## src/hw/rtl/ptm_pkg.sv

```systemverilog
// Shared types and constants for the packed triangular matrix-vector block.
// No dependencies; every other file except ptm_ram refers to this package by scoped names.
package ptm_pkg;

  localparam int MAX_ORDER    = 64;
  localparam int FRAC_BITS    = 16;
  localparam int PACKED_DEPTH = (MAX_ORDER * (MAX_ORDER + 1)) / 2;

  localparam int DATA_W  = 32;
  localparam int IDX_W   = $clog2(MAX_ORDER);
  localparam int ORDER_W = $clog2(MAX_ORDER + 1);
  localparam int POS_W   = $clog2(PACKED_DEPTH);
  localparam int FUNC_W  = 2;
  localparam int PROD_W  = 2 * DATA_W;
  // product width plus headroom for a full row of terms
  localparam int ACC_W   = PROD_W + IDX_W + 2;

  localparam logic [ACC_W-1:0]         ROUND_HALF = ACC_W'(2 ** (FRAC_BITS - 1));
  localparam logic signed [DATA_W-1:0] UNIT_ONE   = DATA_W'(2 ** FRAC_BITS);
  localparam logic [DATA_W-1:0]        SAT_POS    = {1'b0, {(DATA_W - 1){1'b1}}};
  localparam logic [DATA_W-1:0]        SAT_NEG    = {1'b1, {(DATA_W - 1){1'b0}}};

  // command queue between front and back
  localparam int CMD_DEPTH = 4;
  localparam int CMD_PTR_W = $clog2(CMD_DEPTH);
  localparam int CMD_CNT_W = $clog2(CMD_DEPTH + 1);

  // result queue
  localparam int OUT_DEPTH = 8;
  localparam int OUT_PTR_W = $clog2(OUT_DEPTH);
  localparam int OUT_CNT_W = $clog2(OUT_DEPTH + 1);

  // configuration port
  localparam int CFG_IDX_W  = 3;
  localparam int CFG_DATA_W = ORDER_W;
  localparam logic [CFG_IDX_W-1:0] CFG_LOWER     = 3'd0;
  localparam logic [CFG_IDX_W-1:0] CFG_TRANSPOSE = 3'd1;
  localparam logic [CFG_IDX_W-1:0] CFG_UNIT      = 3'd2;
  localparam logic [CFG_IDX_W-1:0] CFG_ORDER     = 3'd3;
  localparam logic [CFG_IDX_W-1:0] CFG_REVERSE   = 3'd4;

  // input func codes
  localparam logic [FUNC_W-1:0] FUNC_LOAD_MAT = 2'd0;
  localparam logic [FUNC_W-1:0] FUNC_LOAD_VEC = 2'd1;
  localparam logic [FUNC_W-1:0] FUNC_START    = 2'd2;

  typedef enum logic [1:0] {
    OP_LOAD_MAT,
    OP_LOAD_VEC,
    OP_START
  } op_t;

  typedef struct packed {
    op_t               op;
    logic [POS_W-1:0]  index;
    logic [DATA_W-1:0] value;
  } cmd_t;

  typedef struct packed {
    logic               lower;
    logic               transpose;
    logic               unit;
    logic [ORDER_W-1:0] order_n;
    logic               reverse;
  } cfg_t;

  typedef struct packed {
    logic             valid;
    logic             unit;
    logic             first;
    logic             last;
    logic [IDX_W-1:0] row;
  } mac_ctl_t;

  typedef struct packed {
    logic [IDX_W-1:0]  idx;
    logic [DATA_W-1:0] value;
    logic              sat;
    logic              last;
  } result_t;

  typedef struct packed {
    logic                 idle;
    logic [OUT_CNT_W-1:0] pending;
  } back_status_t;

  // Column-packed position of A(r,c); lower form uses c*n - c*(c+1)/2 + r.
  function automatic logic [POS_W-1:0] packed_pos(input logic lower,
                                                  input logic [IDX_W-1:0] r,
                                                  input logic [IDX_W-1:0] c,
                                                  input logic [ORDER_W-1:0] n);
    logic [POS_W:0] c_w;
    logic [POS_W:0] tri2;
    logic [POS_W:0] cn;
    logic [POS_W:0] p;
    c_w  = (POS_W + 1)'(c);
    tri2 = (c_w * (c_w + 1'b1)) >> 1;
    cn   = c_w * (POS_W + 1)'(n);
    if (lower) begin
      p = cn - tri2 + (POS_W + 1)'(r);
    end else begin
      p = tri2 + (POS_W + 1)'(r);
    end
    return p[POS_W-1:0];
  endfunction

endpackage

```

## src/hw/rtl/ptm_result_queue.sv

```systemverilog
// Result queue: small register FIFO of finished result beats.
// Depends on ptm_pkg.
module ptm_result_queue (
  input  logic                          clk,
  input  logic                          rst,
  input  logic                          wr_en,
  input  ptm_pkg::result_t              wr_data,
  input  logic                          rd_en,
  output ptm_pkg::result_t              rd_data,
  output logic                          empty,
  output logic [ptm_pkg::OUT_CNT_W-1:0] count
);

  ptm_pkg::result_t               q [ptm_pkg::OUT_DEPTH];
  logic [ptm_pkg::OUT_PTR_W-1:0]  wr_ptr;
  logic [ptm_pkg::OUT_PTR_W-1:0]  rd_ptr;
  logic                           deq;

  assign empty   = (count == '0);
  assign rd_data = q[rd_ptr];
  assign deq     = rd_en && !empty;

  always_ff @(posedge clk) begin
    if (wr_en) begin
      q[wr_ptr] <= wr_data;
    end
  end

  always_ff @(posedge clk) begin
    if (rst) begin
      wr_ptr <= '0;
      rd_ptr <= '0;
      count  <= '0;
    end else begin
      if (wr_en) begin
        wr_ptr <= wr_ptr + 1'b1;
      end
      if (deq) begin
        rd_ptr <= rd_ptr + 1'b1;
      end
      count <= count + ptm_pkg::OUT_CNT_W'(wr_en) - ptm_pkg::OUT_CNT_W'(deq);
    end
  end

endmodule

```

## config.mk

```make
export PLATFORM = sky130hd
export DESIGN_NAME = ptm_result_queue
export DESIGN_NICKNAME = d
export VERILOG_FILES = /design/src/hw/rtl/ptm_pkg.sv /design/src/hw/rtl/ptm_result_queue.sv
export SDC_FILE = /design/constraint.sdc
export NUM_CORES = 1
export LEC_CHECK = 0
export ABC_AREA = 0
export BUFFER_PORTS_ARGS = -buffer_cell sky130_fd_sc_hd__buf_2
export CORE_MARGIN = 3
export CORE_UTILIZATION = 54
export CTS_BUF_LIST = sky130_fd_sc_hd__clkbuf_16
export CTS_CLUSTER_SIZE = 24
export DETAILED_ROUTE_END_ITERATION = 10
export GPL_TIMING_DRIVEN = 1
export PLACE_DENSITY = 0.77
export SYNTH_ARGS = -nofsm -noshare
export SYNTH_HDL_FRONTEND = slang
export SYNTH_SLANG_ARGS = --single-unit
```

## constraint.sdc

```tcl
create_clock -name clk -period 3.75 [get_ports clk]
set_input_delay 0.375 -clock clk [delete_from_list [all_inputs] [get_ports clk]]
set_output_delay 0.375 -clock clk [all_outputs]
set_load 0.02 [all_outputs]
```

======== Word level (Yosys, flattened, before mapping) ========
Memories as Yosys holds them, arrays and structs flattened. A register that Yosys moved wholly into a read port is not among the register bits.
Cells that the tools add are included.
cells by class
  add/subtract/negate cells ............... 4
  muxes and demuxes ....................... 4
  reduce and logical (&&, ||, !) cells .... 3
operator list
  kind                 count
  $add 3x1->3 const B  2
  $mux 3               2
  $add 4x1->4          1
  $logic_not 4->1      1
  $sub 4x1->4          1
  $mux 1               2
  $logic_and 1x1->1    1
  $logic_not 1->1      1
word-level totals
  register bits after elaboration ......... 10
  bits in writable memories ............... 320
  output and inout bits ................... 45
  word-level logic and storage cells ...... 15
  memories ................................ 1
memory list
  name  depth  width  rd ports  clocked after Yosys merged registers in  wr ports  RTL line                text
  q     8      40     1         1                                        1         ptm_result_queue.sv:14  ptm_pkg::result_t q [ptm_pkg::OUT_DEPTH];

======== Logic depth before layout (Yosys ltp) ========
  word-level depth ........................ 5
  depth in mapped cells ................... 9
  gate-level depth less buffers ........... 9

======== Least setup slack after synthesis ========
No wires, ideal clock.
  kind .................................... reg-to-reg
  from .................................... register wr_ptr[2] (netlist name)
  to ...................................... memory q[0][0] (netlist name), enable pin
  arrival ................................. 3.237 ns
  path slack .............................. 0.026 ns
  cell stages (with the launch flop) ...... 3
  clock period less this slack ............ 3.724 ns
  cell sequence ........................... dfxtp_1 nand2b_1 nor3_1
RTL lines
  what                      RTL line                text
  start: declaration        ptm_result_queue.sv:15  logic [ptm_pkg::OUT_PTR_W-1:0] wr_ptr;
  start signal: assignment  ptm_result_queue.sv:36  wr_ptr <= wr_ptr + 1'b1;
  end: declaration          ptm_result_queue.sv:14
Straight into the memory's write port.

==> flow_summary.yaml <==
synthesis:
  syn_area_um2: 13000
  synth_top_cell_by_area: "edfxtp_1"
  yosysWarnings: 0
  syn-instance-count: 535
  ys_ff_latch: 333
  yosysTopAreaCellShare_pct: 74.2
  ys_top_cells_by_area: "edfxtp_1 74%, mux4_1 16%, mux2_2 3.5%"
  post_synth.cell_area_avg_um2: 24.2
  ys_seq_area_share_pct: 76.2
  synth_nets: 586
  synth_cell_types: 23
floorplan:
  dieArea_um2: 25900
  num_rows: 56
  die_y_um: 161
  ios: 89
  core-area_um2: 23500
  start_util_pct: 55.0
  die_w_um: 161
flow_run:
  cap_viol_max_count: 0
routing:
  wl_mm: 22.8
  wl_per_cell_um: 23.0
  ant_nets: 0
  drc: 0
  dr_total_vias: 5678
  drt_iter0_drc: 344
  firstDrtPassIters: 5
  vias_per_cell: 5.72
outcome:
  status: "complete, no violations"
sta:
  period_needed_ns: 3.01
  hold_viol_final: 0
  tightest_slew_ns: 1.06
  worst_slew_margin_rel_pct: 29.0
  post-route-period-util_pct: 80.2
  drv_slew: 0
  max_freq_mhz: 333
  fin_tns_setup_ns: 0
  rsz0062_at_grt: "false"
  finClkSkew_ns: 0.0122
  setup_violations: 0
critical_path:
  cp-start-kind: "flop"
  worstPathMaxFanout: 35
  critPathArrivalTime_ns: 2.63
  r2r_setup_slack_ns: 1.35
  crit_required_ns: 3.38
  crit_type: "reg -> out"
  cp-end-kind: "output port"
layout:
  final_common_cell: "edfxtp_1"
  mostFrequentLayoutCells: "320 x edfxtp_1, 88 x buf_2, 80 x mux4_1"
  nets: 700
  syn_to_final_growth_pct: 14.8
  layout-drive-gt1-share_pct: 28.6
clocking:
  cts_tree: "built"
  cts.sinks: 333
  cts_max_level: 2
  cts_root_buffer: "clkbuf_16"
  post_cts_buffers: 0
  clk_pin_slew_ns: 0.06
  cts_buffers: 34
  cts_buffer_depth: 3
  hold_buffers: 0
  cts_resized: 0
  clock_latency_ns: 0.50
power:
  p_per_area_nw_per_um2: 565
  power_uw: 8410
  leakage_uw: 0.00494
  peakVddDrop_uv: 397
grt:
  grt_start_max_net_pins: 81
  grt_antenna_before_repair: 3
  grt.total_usage_pct: 18.1
  grt_pass1_vias: 5977
  grt_overflow: 0
  grt_pass1_wl_mm: 35.2
placed_design:
  numPortBuffers: 88
  place_hpwl_mm: 12.6
  gp_congestion: 0.724
min_path:
  holdCritPathClass: "in -> reg"
[synthesized netlist by cell type, drive strengths merged]
cell,count
mux2,40
mux4,80
clkbuf,14
nor2b,2
nand2b,6
a21oi,6
edfxtp,320
nand3,1
xnor2,2
xor2,1
nor2,12
o21ai,3
or3,3
buf,9
a31o,1
nor3b,1
fa,1
nand2,4
nor3,2
mux2i,3
ha,6
inv,5
dfxtp,13
[through the flow]
step	hold WS, ns	instances	worst slack, ns	area (um^2)	utilization (%)
global placement	0.484	932	1.23	13900	59.0
finish	0.142	993	0.743	14900	63.2
global route	0.128	992	0.614	14900	63.1
CTS	0.116	991	0.692	14900	63.1
floorplan	0.474	535	0.0263	13000	-
detailed placement	0.492	932	1.23	13900	59.0
[report_power, final]
group | internal [uW] | switching (uW) | total [uW]
clock | 1680 | 1260 | 2950
sequential | 4200 | 74.0 | 4270
combinational | 547 | 641 | 1190
[logic make-up after synthesis]
family                   synth area share, %
flip-flops                              76.2
AND/OR/NAND/NOR                         1.17
AO/OA/AOI/OAI                          0.415
multiplexers                            19.9
adder cells (fa/ha/maj)                0.734
XOR/XNOR                               0.203
buffers and inverters                   1.33
[state kept, by name, summed over array words and instances, names as in the netlist, named ones only]
register	count
rd_ptr	3
q	320
count	4
wr_ptr	3
[final timing paths]
check                    startpoint                   to  cells past startpoint
max                            flop           rd_data[8]                      4
max reg2reg     count[2]$_SDFF_PP0_  count[2]$_SDFF_PP0_                      9
min reg2reg  rd_ptr[2]$_SDFFE_PP0P_                 flop                      2
min                      wr_data[4]    q[2][4]$_DFFE_PP_                      1
[critical path: stages, from the launching register on]
cell     delay (ns)
dfxtp_4        0.72
buf_12         0.32
mux4_1         0.59
mux2_2         0.30
buf_2          0.17
[routing by layer]
metal | GRT usage, % | routed length, um | vias up
li1 | - | - | 2554
met1 | 25.3 | 9740 | 2923
met2 | 29.2 | 11300 | 159
met3 | 4.28 | 1360 | 38
met4 | 5.12 | 386 | 4
met5 | 0 | 27 | -
[area by class of cell]
type | instances | area [um^2]
Tap cell | 319 | 399
Inverter | 5 | 18.8
Timing Repair Buffer | 101 | 626
Multi-Input combinational cell | 174 | 2960
Sequential cell | 333 | 9880
Antenna cell | 2 | 5.00
Clock inverter | 24 | 103
Fill cell | 1584 | 8670
Clock buffer | 35 | 876
No activity file was read; power rests on OpenSTA's default activity.
