[config.mk]
export PLATFORM = sky130hd
export DESIGN_NAME = ptm_front
export DESIGN_NICKNAME = d
export VERILOG_FILES = /design/src/hw/rtl/ptm_pkg.sv /design/src/hw/rtl/ptm_front.sv
export SDC_FILE = /design/constraint.sdc
export NUM_CORES = 1
export LEC_CHECK = 0
export BUFFER_PORTS_ARGS = -buffer_cell sky130_fd_sc_hd__buf_2
export CORE_ASPECT_RATIO = 0.7
export CORE_MARGIN = 2
export CORE_UTILIZATION = 28
export CTS_CLUSTER_SIZE = 8
export DETAILED_ROUTE_END_ITERATION = 10
export GPL_TIMING_DRIVEN = 0
export PLACE_DENSITY = 0.46
export SLEW_MARGIN = 0
export SYNTH_ARGS = -nofsm -noshare
export SYNTH_HDL_FRONTEND = slang
export SYNTH_SLANG_ARGS = --single-unit
[constraint.sdc]
create_clock -name clk -period 2.7 [get_ports clk]
set_clock_uncertainty 0.15 [all_clocks]
set_input_delay 0.27 -clock clk [delete_from_list [all_inputs] [get_ports clk]]
set_output_delay 0.27 -clock clk [all_outputs]
set_load 0.02 [all_outputs]
[src/hw/rtl/ptm_pkg.sv]
// Shared types and constants for the packed triangular matrix-vector block.
// No dependencies; every other file except ptm_ram refers to this package by scoped names.
package ptm_pkg;

  localparam int MAX_ORDER    = 64;
  localparam int FRAC_BITS    = 16;
  localparam int PACKED_DEPTH = (MAX_ORDER * (MAX_ORDER + 1)) / 2;

  localparam int DATA_W  = 32;
  localparam int IDX_W   = $clog2(MAX_ORDER);
  localparam int ORDER_W = $clog2(MAX_ORDER + 1);
  localparam int POS_W   = $clog2(PACKED_DEPTH);
  localparam int FUNC_W  = 2;
  localparam int PROD_W  = 2 * DATA_W;
  // product width plus headroom for a full row of terms
  localparam int ACC_W   = PROD_W + IDX_W + 2;

  localparam logic [ACC_W-1:0]         ROUND_HALF = ACC_W'(2 ** (FRAC_BITS - 1));
  localparam logic signed [DATA_W-1:0] UNIT_ONE   = DATA_W'(2 ** FRAC_BITS);
  localparam logic [DATA_W-1:0]        SAT_POS    = {1'b0, {(DATA_W - 1){1'b1}}};
  localparam logic [DATA_W-1:0]        SAT_NEG    = {1'b1, {(DATA_W - 1){1'b0}}};

  // command queue between front and back
  localparam int CMD_DEPTH = 4;
  localparam int CMD_PTR_W = $clog2(CMD_DEPTH);
  localparam int CMD_CNT_W = $clog2(CMD_DEPTH + 1);

  // result queue
  localparam int OUT_DEPTH = 8;
  localparam int OUT_PTR_W = $clog2(OUT_DEPTH);
  localparam int OUT_CNT_W = $clog2(OUT_DEPTH + 1);

  // configuration port
  localparam int CFG_IDX_W  = 3;
  localparam int CFG_DATA_W = ORDER_W;
  localparam logic [CFG_IDX_W-1:0] CFG_LOWER     = 3'd0;
  localparam logic [CFG_IDX_W-1:0] CFG_TRANSPOSE = 3'd1;
  localparam logic [CFG_IDX_W-1:0] CFG_UNIT      = 3'd2;
  localparam logic [CFG_IDX_W-1:0] CFG_ORDER     = 3'd3;
  localparam logic [CFG_IDX_W-1:0] CFG_REVERSE   = 3'd4;

  // input func codes
  localparam logic [FUNC_W-1:0] FUNC_LOAD_MAT = 2'd0;
  localparam logic [FUNC_W-1:0] FUNC_LOAD_VEC = 2'd1;
  localparam logic [FUNC_W-1:0] FUNC_START    = 2'd2;

  typedef enum logic [1:0] {
    OP_LOAD_MAT,
    OP_LOAD_VEC,
    OP_START
  } op_t;

  typedef struct packed {
    op_t               op;
    logic [POS_W-1:0]  index;
    logic [DATA_W-1:0] value;
  } cmd_t;

  typedef struct packed {
    logic               lower;
    logic               transpose;
    logic               unit;
    logic [ORDER_W-1:0] order_n;
    logic               reverse;
  } cfg_t;

  typedef struct packed {
    logic             valid;
    logic             unit;
    logic             first;
    logic             last;
    logic [IDX_W-1:0] row;
  } mac_ctl_t;

  typedef struct packed {
    logic [IDX_W-1:0]  idx;
    logic [DATA_W-1:0] value;
    logic              sat;
    logic              last;
  } result_t;

  typedef struct packed {
    logic                 idle;
    logic [OUT_CNT_W-1:0] pending;
  } back_status_t;

  // Column-packed position of A(r,c); lower form uses c*n - c*(c+1)/2 + r.
  function automatic logic [POS_W-1:0] packed_pos(input logic lower,
                                                  input logic [IDX_W-1:0] r,
                                                  input logic [IDX_W-1:0] c,
                                                  input logic [ORDER_W-1:0] n);
    logic [POS_W:0] c_w;
    logic [POS_W:0] tri2;
    logic [POS_W:0] cn;
    logic [POS_W:0] p;
    c_w  = (POS_W + 1)'(c);
    tri2 = (c_w * (c_w + 1'b1)) >> 1;
    cn   = c_w * (POS_W + 1)'(n);
    if (lower) begin
      p = cn - tri2 + (POS_W + 1)'(r);
    end else begin
      p = tri2 + (POS_W + 1)'(r);
    end
    return p[POS_W-1:0];
  endfunction

endpackage

[src/hw/rtl/ptm_front.sv]
// Front end: takes input beats, drops ones that do nothing, queues commands.
// Depends on ptm_pkg.
module ptm_front (
  input  logic                       clk,
  input  logic                       rst,
  input  logic                       push,
  output logic                       full,
  input  logic [ptm_pkg::FUNC_W-1:0] func,
  input  logic [ptm_pkg::POS_W-1:0]  element_index,
  input  logic [ptm_pkg::DATA_W-1:0] element_value,
  output logic                       cmd_valid,
  output ptm_pkg::cmd_t              cmd,
  input  logic                       cmd_pop
);

  ptm_pkg::cmd_t                   q [ptm_pkg::CMD_DEPTH];
  logic [ptm_pkg::CMD_PTR_W-1:0]   wr_ptr;
  logic [ptm_pkg::CMD_PTR_W-1:0]   rd_ptr;
  logic [ptm_pkg::CMD_CNT_W-1:0]   count;
  logic                            accept;
  logic                            keep;
  logic                            enq;
  logic                            deq;
  ptm_pkg::op_t                    op;

  assign full      = (count == ptm_pkg::CMD_CNT_W'(ptm_pkg::CMD_DEPTH));
  assign accept    = push && !full;
  assign cmd_valid = (count != '0);
  assign cmd       = q[rd_ptr];

  always_comb begin
    keep = 1'b0;
    op   = ptm_pkg::OP_START;
    unique case (func)
      ptm_pkg::FUNC_LOAD_MAT: begin
        op   = ptm_pkg::OP_LOAD_MAT;
        keep = element_index < ptm_pkg::POS_W'(ptm_pkg::PACKED_DEPTH);
      end
      ptm_pkg::FUNC_LOAD_VEC: begin
        op   = ptm_pkg::OP_LOAD_VEC;
        keep = element_index < ptm_pkg::POS_W'(ptm_pkg::MAX_ORDER);
      end
      ptm_pkg::FUNC_START: begin
        op   = ptm_pkg::OP_START;
        keep = 1'b1;
      end
      default: keep = 1'b0;
    endcase
  end

  assign enq = accept && keep;
  assign deq = cmd_pop && cmd_valid;

  always_ff @(posedge clk) begin
    if (enq) begin
      q[wr_ptr] <= '{op: op, index: element_index, value: element_value};
    end
  end

  always_ff @(posedge clk) begin
    if (rst) begin
      wr_ptr <= '0;
      rd_ptr <= '0;
      count  <= '0;
    end else begin
      if (enq) begin
        wr_ptr <= wr_ptr + 1'b1;
      end
      if (deq) begin
        rd_ptr <= rd_ptr + 1'b1;
      end
      count <= count + ptm_pkg::CMD_CNT_W'(enq) - ptm_pkg::CMD_CNT_W'(deq);
    end
  end

endmodule

# [Word-level counts from Yosys, hierarchy flattened]
# Memory sizes are Yosys's and may differ from the RTL's. A register that Yosys moved wholly into a read port is not among the register bits.
# Cells that the tools add are included.
# Widths: inputs -> output; s select.
[totals] n_memories=1 ram_bits=184 regBits=7
[classes] n_eq_ne=3 order_cmp=2 n_addsub=4 reduce_logical=6 mux=6
[mem_list] memory="q" words=4 width=46 rd=1 rd_ports_with_merged_regs=1 write_ports=1 line="ptm_front.sv:16" rtl="ptm_pkg::cmd_t q [ptm_pkg::CMD_DEPTH];"
[ops] op="$lt 12x12->1 const B" n=1
[ops] op="$lt 12x7->1 const B" n=1
[ops] op="$add 2x1->2 const B" n=2
[ops] op="$mux 2" n=2
[ops] op="$pmux 2 s2" n=1
[ops] op="$add 3x1->3" n=1
[ops] op="$eq 3x3->1 const B" n=1
[ops] op="$logic_and 1x1->1" n=3
[ops] op="$pmux 1 s3" n=1
[ops] op="$reduce_bool 3->1" n=1
[ops] op="$sub 3x1->3" n=1
[ops] op="$eq 2x1->1 const B" n=1
[ops] op="$eq 2x2->1 const B" n=1
[ops] op="$logic_not 2->1" n=1
[ops] op="$mux 1" n=2
[ops] op="$logic_not 1->1" n=1

# [Logic depth before layout (Yosys ltp)]
# Gate-level depths: netlist of run 1.
[depth] depth_word=6 mapped_depth=12 depth_no_buf=12

# [Least setup slack after synthesis of run 1]
# OpenSTA, ideal clock, no wires.
[synth_path] path_type="input to register" from="input func[0] in the netlist's numbering" to="memory q[2][0] in the netlist's numbering (enable)" setup_time_ns=0.408 setup_slack_ns=-0.039 cell_stages=4 arrival_ns=2.181 t_required_ns=2.142 cell_sequence="nor4_1 > o21ai_1 > a211oi_4 > and2_1"
[synth_between] elab_chain_cells=5 elab_cells_between_ends=7 classes_between="eq/ne: 2; mux: 3; reduce/logical: 2"
[synth_rtl] element="from (decl)" line="ptm_front.sv:8" rtl="input logic [ptm_pkg::FUNC_W-1:0] func,"
[synth_rtl] element="$eq 2x2->1 (tied with other cells)" line="ptm_front.sv:34" rtl="unique case (func)"
[synth_rtl] element="$pmux 1 s3 *" line="ptm_front.sv:34"
[synth_rtl] element="$logic_and 1x1->1 *" line="ptm_front.sv:51" rtl="assign enq = accept && keep;"
[synth_rtl] element="$mux 1 *" line="ptm_front.sv:55" rtl="if (enq) begin"
[synth_rtl] element="$mux 1 (implied by the code) *" line="ptm_front.sv:56" rtl="q[wr_ptr] <= '{op: op, index: element_index, value: element_value};"
[synth_rtl] element="to (decl)" line="ptm_front.sv:16"
# Every way passes the cells marked *; elsewhere a longest branch is shown, timed or not.

==> impl_metrics.yaml, run 1 <==
place:
  dp_hpwl_mm: 8.46
  place_congestion: 0.638
  port_buffers: 96
sta:
  slew_headroom_pct: 48.8
  hold_violations: 0
  rsz0062_at_grt: "false"
  min_period_ns: 2.46
  drv_slew: 0
  finalSetupViolCount: 0
  worst_slew_pin_slew_ns: 0.768
  fmax_mhz: 406
  period_share_pct: 91.3
min_path:
  whs_path_depth: 4
  hp-start: "push"
  hp-class: "in -> reg"
clock_network:
  clock_latency_ns: 0.43
  root_buffer: "clkbuf_16"
  cts.sinks: 193
  cts_max_path_buffers: 2
  h-tree-depth: 4
  tritoncts: "done"
  numCtsBuffers: 17
  cts_setup_buffers: 0
  clk_pin_slew_ns: 0.07
route:
  vias: 3403
  wl_per_cell_um: 17.7
  drc: 0
  ant_nets: 0
  dr.pass1.iters: 4
  viasPerCell: 4.28
  first_iter_violations: 216
  finalWirelength_mm: 14.1
global_routing:
  grt_max_degree: 47
  gr-total-overflow: 0
  grt_pass1_wl_mm: 21.4
  grt_pass1_vias: 3651
  antenna_found_initial: 0
  grt_usage_pct: 11.1
yosys:
  synth-seq-cells: 193
  syn_area_sq_um: 7160
  synth_warnings: 0
  synth-adder-area-share_pct: 1.33
  synth_cells: 296
  ys_seq_area_share_pct: 79.7
  synth_xor_area_share_pct: 0.489
  yosys.area.top_type: "edfxtp_1"
  synth.distinct_cells: 29
  syn_area_per_cell_sq_um: 24.2
  synthMuxAreaShare_pct: 14.8
  synthTopCellsByArea: "edfxtp_1, mux4_2, dfxtp_1"
  synth.top_cell.area_share_pct: 77.2
  synth_compound_area_share_pct: 0.577
  synth_top_family_by_area: "multiplexers"
  syn-num-nets: 353
  synthSimpleGateAreaFrac_pct: 1.66
layout:
  multiInputGateArea_sq_um: 1360
  layout-drive-gt1-share_pct: 40.4
  nets: 515
  final_common_cell: "edfxtp_1"
  final_cell_mix: "edfxtp_1, buf_2, dlygate4sd3_1, mux4_2, clkbuf_16"
  final_util_pct: 36.4
  n_antenna_cell: 0
  regArea_sq_um: 5710
  area_growth_pct: 26.5
  fillCellCount: 2343
critical_path:
  endpoint: "cmd[33]"
  reg2reg_from: "count[1]"
  crit_fanout: 10
  ff2ff_path_depth: 11
  cp_slowest_cell: "mux4_2"
  crit_path_cell_trace: "clkbuf_4 -> buf_4 -> mux4_2 -> buf_2"
  crit_arrival_ns: 2.04
  rrSetupSlack_ns: 0.24
  reg2reg_to: "count[2]"
  critical_path_class: "reg -> out"
  cp-start-kind: "flop"
  slowest_delay_ns: 0.57
  cp.required_ns: 2.28
  cp-end-kind: "output port"
power_and_ir_drop:
  leakagePower_nw: 3.03
  power_mw: 7.46
  power_density_nw_per_um2: 824
  irDropWorstVdd_v: 0.000509
floorplan:
  initial_utilization_pct: 28.8
  dieHeight_um: 138
  fp.dieArea_sq_um: 26900
  core-area_sq_um: 24900
  die_w_um: 195
  core.rowCount: 48
  pin_count: 98
run_status:
  status: "finished clean"
run:
  drv_cap: 0
power breakdown:
group | leakage (nW) | internal, mW | total (mW) | switching, mW
clock | 0.247 | 1.16 | 2.19 | 1.03
combinational | 1.05 | 0.812 | 1.81 | 0.994
sequential | 1.74 | 3.42 | 3.47 | 0.0550
total | 3.03 | 5.39 | 7.46 | 2.08
synthesized netlist by cell type:
cell,n
dfxtp_1,9
edfxtp_1,184
xnor2_1,2
buf_4,4
xor2_1,2
or3_1,1
nor4_1,2
mux2i_1,1
o21ai_1,1
mux4_2,46
buf_2,2
o31a_1,1
dlygate4sd3_1,1
mux2_4,1
a211oi_4,1
and2b_2,1
ha_1,6
nor2b_1,1
nand2b_1,2
inv_1,7
nand2_1,1
clkbuf_1,4
a21o_1,1
fa_1,1
and2_1,4
nor3_1,1
nor2_1,7
nor3b_2,1
buf_6,1
cells by family after synthesis:
kind of cell	after synthesis
compound gates	4
xor+xnor	4
fa+ha+maj	7
buf+inv	19
flops	193
mux	48
simple gates	21
worst max-delay path: cells and delay by family, from the launching register on:
family,cells,cell delay [ns]
buffers and inverters,3,0.74
flip-flops,1,0.30
multiplexers,1,0.57
worst min-delay path by stage:
stage / to / slack (ns)
5_1_grt: q[0][44] / 0.09
2_1_floorplan: q[0][0] / 0.22
3_5_place_dp: count[1] / 0.33
4_1_cts: wr_ptr[1] / 0.08
6_report: wr_ptr[1] / 0.10
3_3_place_gp: count[1] / 0.32
flip-flops by register name (all words and copies together), names as in the netlist, named ones only:
signal  flops
wr_ptr      2
q         184
count       3
rd_ptr      2
what timing repair did:
item                                   CTS  global route
setup endpoints to repair               27            34
gates resized for setup                  4             1
hold buffers                            45             0
endpoints found under the hold margin  184             0
final cells by class:
type | instances | area share [%]
Inverter | 7 | 0.290
Clock buffer | 19 | 4.78
Sequential cell | 193 | 63.0
Timing Repair Buffer | 143 | 10.7
Multi-Input combinational cell | 84 | 15.0
Clock inverter | 12 | 0.774
Buffer | 12 | 0.926
Tap cell | 325 | 4.49
stage by stage:
stage / TNS (ns) / instance area, sq um / setup slack [ns] / hold WS [ns] / cells
floorplan: 0 / 7160 / 0.172 / 0.219 / 296
global placement: -73.14 / 8050 / -0.400 / 0.323 / 717
detailed placement: -42.28 / 8090 / -0.414 / 0.331 / 719
CTS: 0 / 9050 / 0.0282 / 0.0809 / 795
global route: 0 / 9050 / 0.0154 / 0.0942 / 795
finish: 0 / 9050 / 0.236 / 0.103 / 795
metal layers:
metal | part of all wire [%] | global-route usage [%]
met1 | 45 | 13.6
met2 | 48 | 18.5
met3 | 5.3 | 3.99
met4 | 1.3 | 3.60
met5 | 0 | 0
Power figures use the tool's default switching activity.
==> run 2: changes to the inputs <==
Settings changed: CELL_PAD_IN_SITES_DETAIL_PLACEMENT set to 0, CELL_PAD_IN_SITES_GLOBAL_PLACEMENT set to 1, PLACE_DENSITY 0.46 to 0.51.
Clock period 2.7 ns to 2 ns, I/O delays scaled along.
==> run 2 against run 1 <==
Effect of this change: the run now ends with setup timing left; register-to-register slack got worse by 0.46 ns; largest cell class unchanged; hold slack got worse by 0.047 ns; clock power rose by 53%; first-iteration DRC count fell by 51%; setup slack got worse by 0.46 ns; highest routed layer unchanged; die area did not move; final area rose by 7.8%; sequential power rose by 36%; global-route usage rose by 0.76 points; combinational power rose by 90%; core utilization rose by 2.8 points; wire length rose by 11%.
==> impl_metrics.yaml, run 2 (synthesis results as in run 1) <==
critical_path:
  critical_path_class: "reg -> reg"
  crit_arrival_ns: 2.40
  cp.required_ns: 2.17
  cp-end-kind: "flop"
  cp-start-kind: "flop"
  crit_fanout: 4
clock_network:
  cts_max_path_buffers: 2
  numCtsBuffers: 17
  root_buffer: "clkbuf_16"
  h-tree-depth: 4
  cts.sinks: 193
  clk_pin_slew_ns: 0.07
  tritoncts: "done"
  clock_latency_ns: 0.42
route:
  dr.pass1.iters: 4
  first_iter_violations: 106
  finalWirelength_mm: 15.6
  drc: 0
  wl_per_cell_um: 19.3
  ant_nets: 0
  vias: 3504
  viasPerCell: 4.33
power_and_ir_drop:
  power_density_nw_per_um2: 1180
  leakagePower_nw: 3.29
  irDropWorstVdd_v: 0.000577
  power_mw: 11.5
sta:
  finalSetupTns_ns: -5.92
  fin_ws_ns: -0.229
  fmax_mhz: 449
  drv_slew: 0
  slew_headroom_pct: 68.9
  min_period_ns: 2.23
  finalSetupViolCount: 48
  period_share_pct: 111
  rsz0062_at_grt: "true"
  hold_violations: 0
  worst_slew_pin_slew_ns: 0.467
global_routing:
  grt_pass1_wl_mm: 22.8
  grt_usage_pct: 11.9
  grt_pass1_vias: 3846
  grt_max_degree: 24
  gr-total-overflow: 0
  antenna_found_initial: 0
layout:
  fillCellCount: 2306
  final_common_cell: "edfxtp_1"
  top_regs: "q: 184 flops, count: 3 flops"
  final_cell_mix: "edfxtp_1, buf_2, dlygate4sd3_1, mux4_2, buf_6"
  layout-drive-gt1-share_pct: 44.5
  largest_register_ff_count: 184
  area_growth_pct: 36.3
  nets: 529
  n_antenna_cell: 0
  regMostFlops: "q"
floorplan:
  core.rowCount: 48
  die_w_um: 195
  initial_utilization_pct: 28.8
  fp.dieArea_sq_um: 26900
  pin_count: 98
  dieHeight_um: 138
  core-area_sq_um: 24900
run_status:
  status: "finished with violations"
  violations: "setup timing"
place:
  place_congestion: 0.667
  dp_hpwl_mm: 8.24
  port_buffers: 96
min_path:
  hp-class: "in -> reg"
run:
  drv_cap: 0
## run 2: path summary, 6_finish.rpt
check	startpoint	end	slack, ns	cells after the start
min	func[0]	q[0][44]	0.06	2
max	count[0]	count[2]	-0.23	9
max reg2reg	count[0]	count[2]	-0.23	9
min reg2reg	rd_ptr[1]	rd_ptr[1]	0.39	2
## run 2: through the flow
| stage | setup slack (ns) | cells | util, % | cell area, sq um | hold WS, ns |
|---|---|---|---|---|---|
| after CTS | -0.248 | 804 | 37.8 | 9390 | 0.0310 |
| final | -0.229 | 810 | 39.2 | 9760 | 0.0558 |
| after global routing | -0.328 | 810 | 39.2 | 9760 | 0.0498 |
| after global placement | -1.05 | 717 | 32.5 | 8090 | 0.260 |
| after floorplan | -0.347 | 296 | - | 7200 | 0.149 |
| after detailed placement | -0.856 | 717 | 32.5 | 8090 | 0.266 |
## run 2: repair_timing
action | in CTS | in global routing
buffers inserted | 6 | 1
cloned | 4 | 5
resized for setup | 58 | 79
hold buffers | 45 | 0
setup endpoints to repair | 233 | 60
endpoints found under the hold margin | 185 | 0
pin swaps | 7 | 4
## run 2: critical path: stages (launching register included)
cell and delay [ns]:
dfxtp_2 0.35, o31a_1 0.36, ha_1 0.31, inv_1 0.06, ha_1 0.13, inv_1 0.05, fa_2 0.33, xor2_1 0.16
xnor2_1 0.17, nor2_1 0.06
## run 2: final cells by class
cell class                 instances  area, sq um  share of cell area (%)
sequential                       193         5720                    58.6
multi-input combinational         88         1440                    14.8
timing repair buffer             153         1400                    14.3
clock buffer                      18          429                    4.40
tap                              325          407                    4.17
buffer                            12          184                    1.89
clock inverter                    14          154                    1.58
inverter                           7         26.3                   0.269
## run 2: where the power goes
group          total [mW]  switching, mW  internal, mW
logic                3.44           1.55          1.89
registers            4.72         0.0948          4.63
clock network        3.36           1.49          1.86
total                11.5           3.14          8.38
## run 2: layer usage
metal,wire length (um),share of wire [%],up-vias,global-route usage (%)
met5,0,0,-,0
met4,147,0.94,0,3.69
li1,-,-,1594,-
met1,7440,48,1836,15.1
met3,510,3.3,10,3.33
met2,7510,48,64,20.0
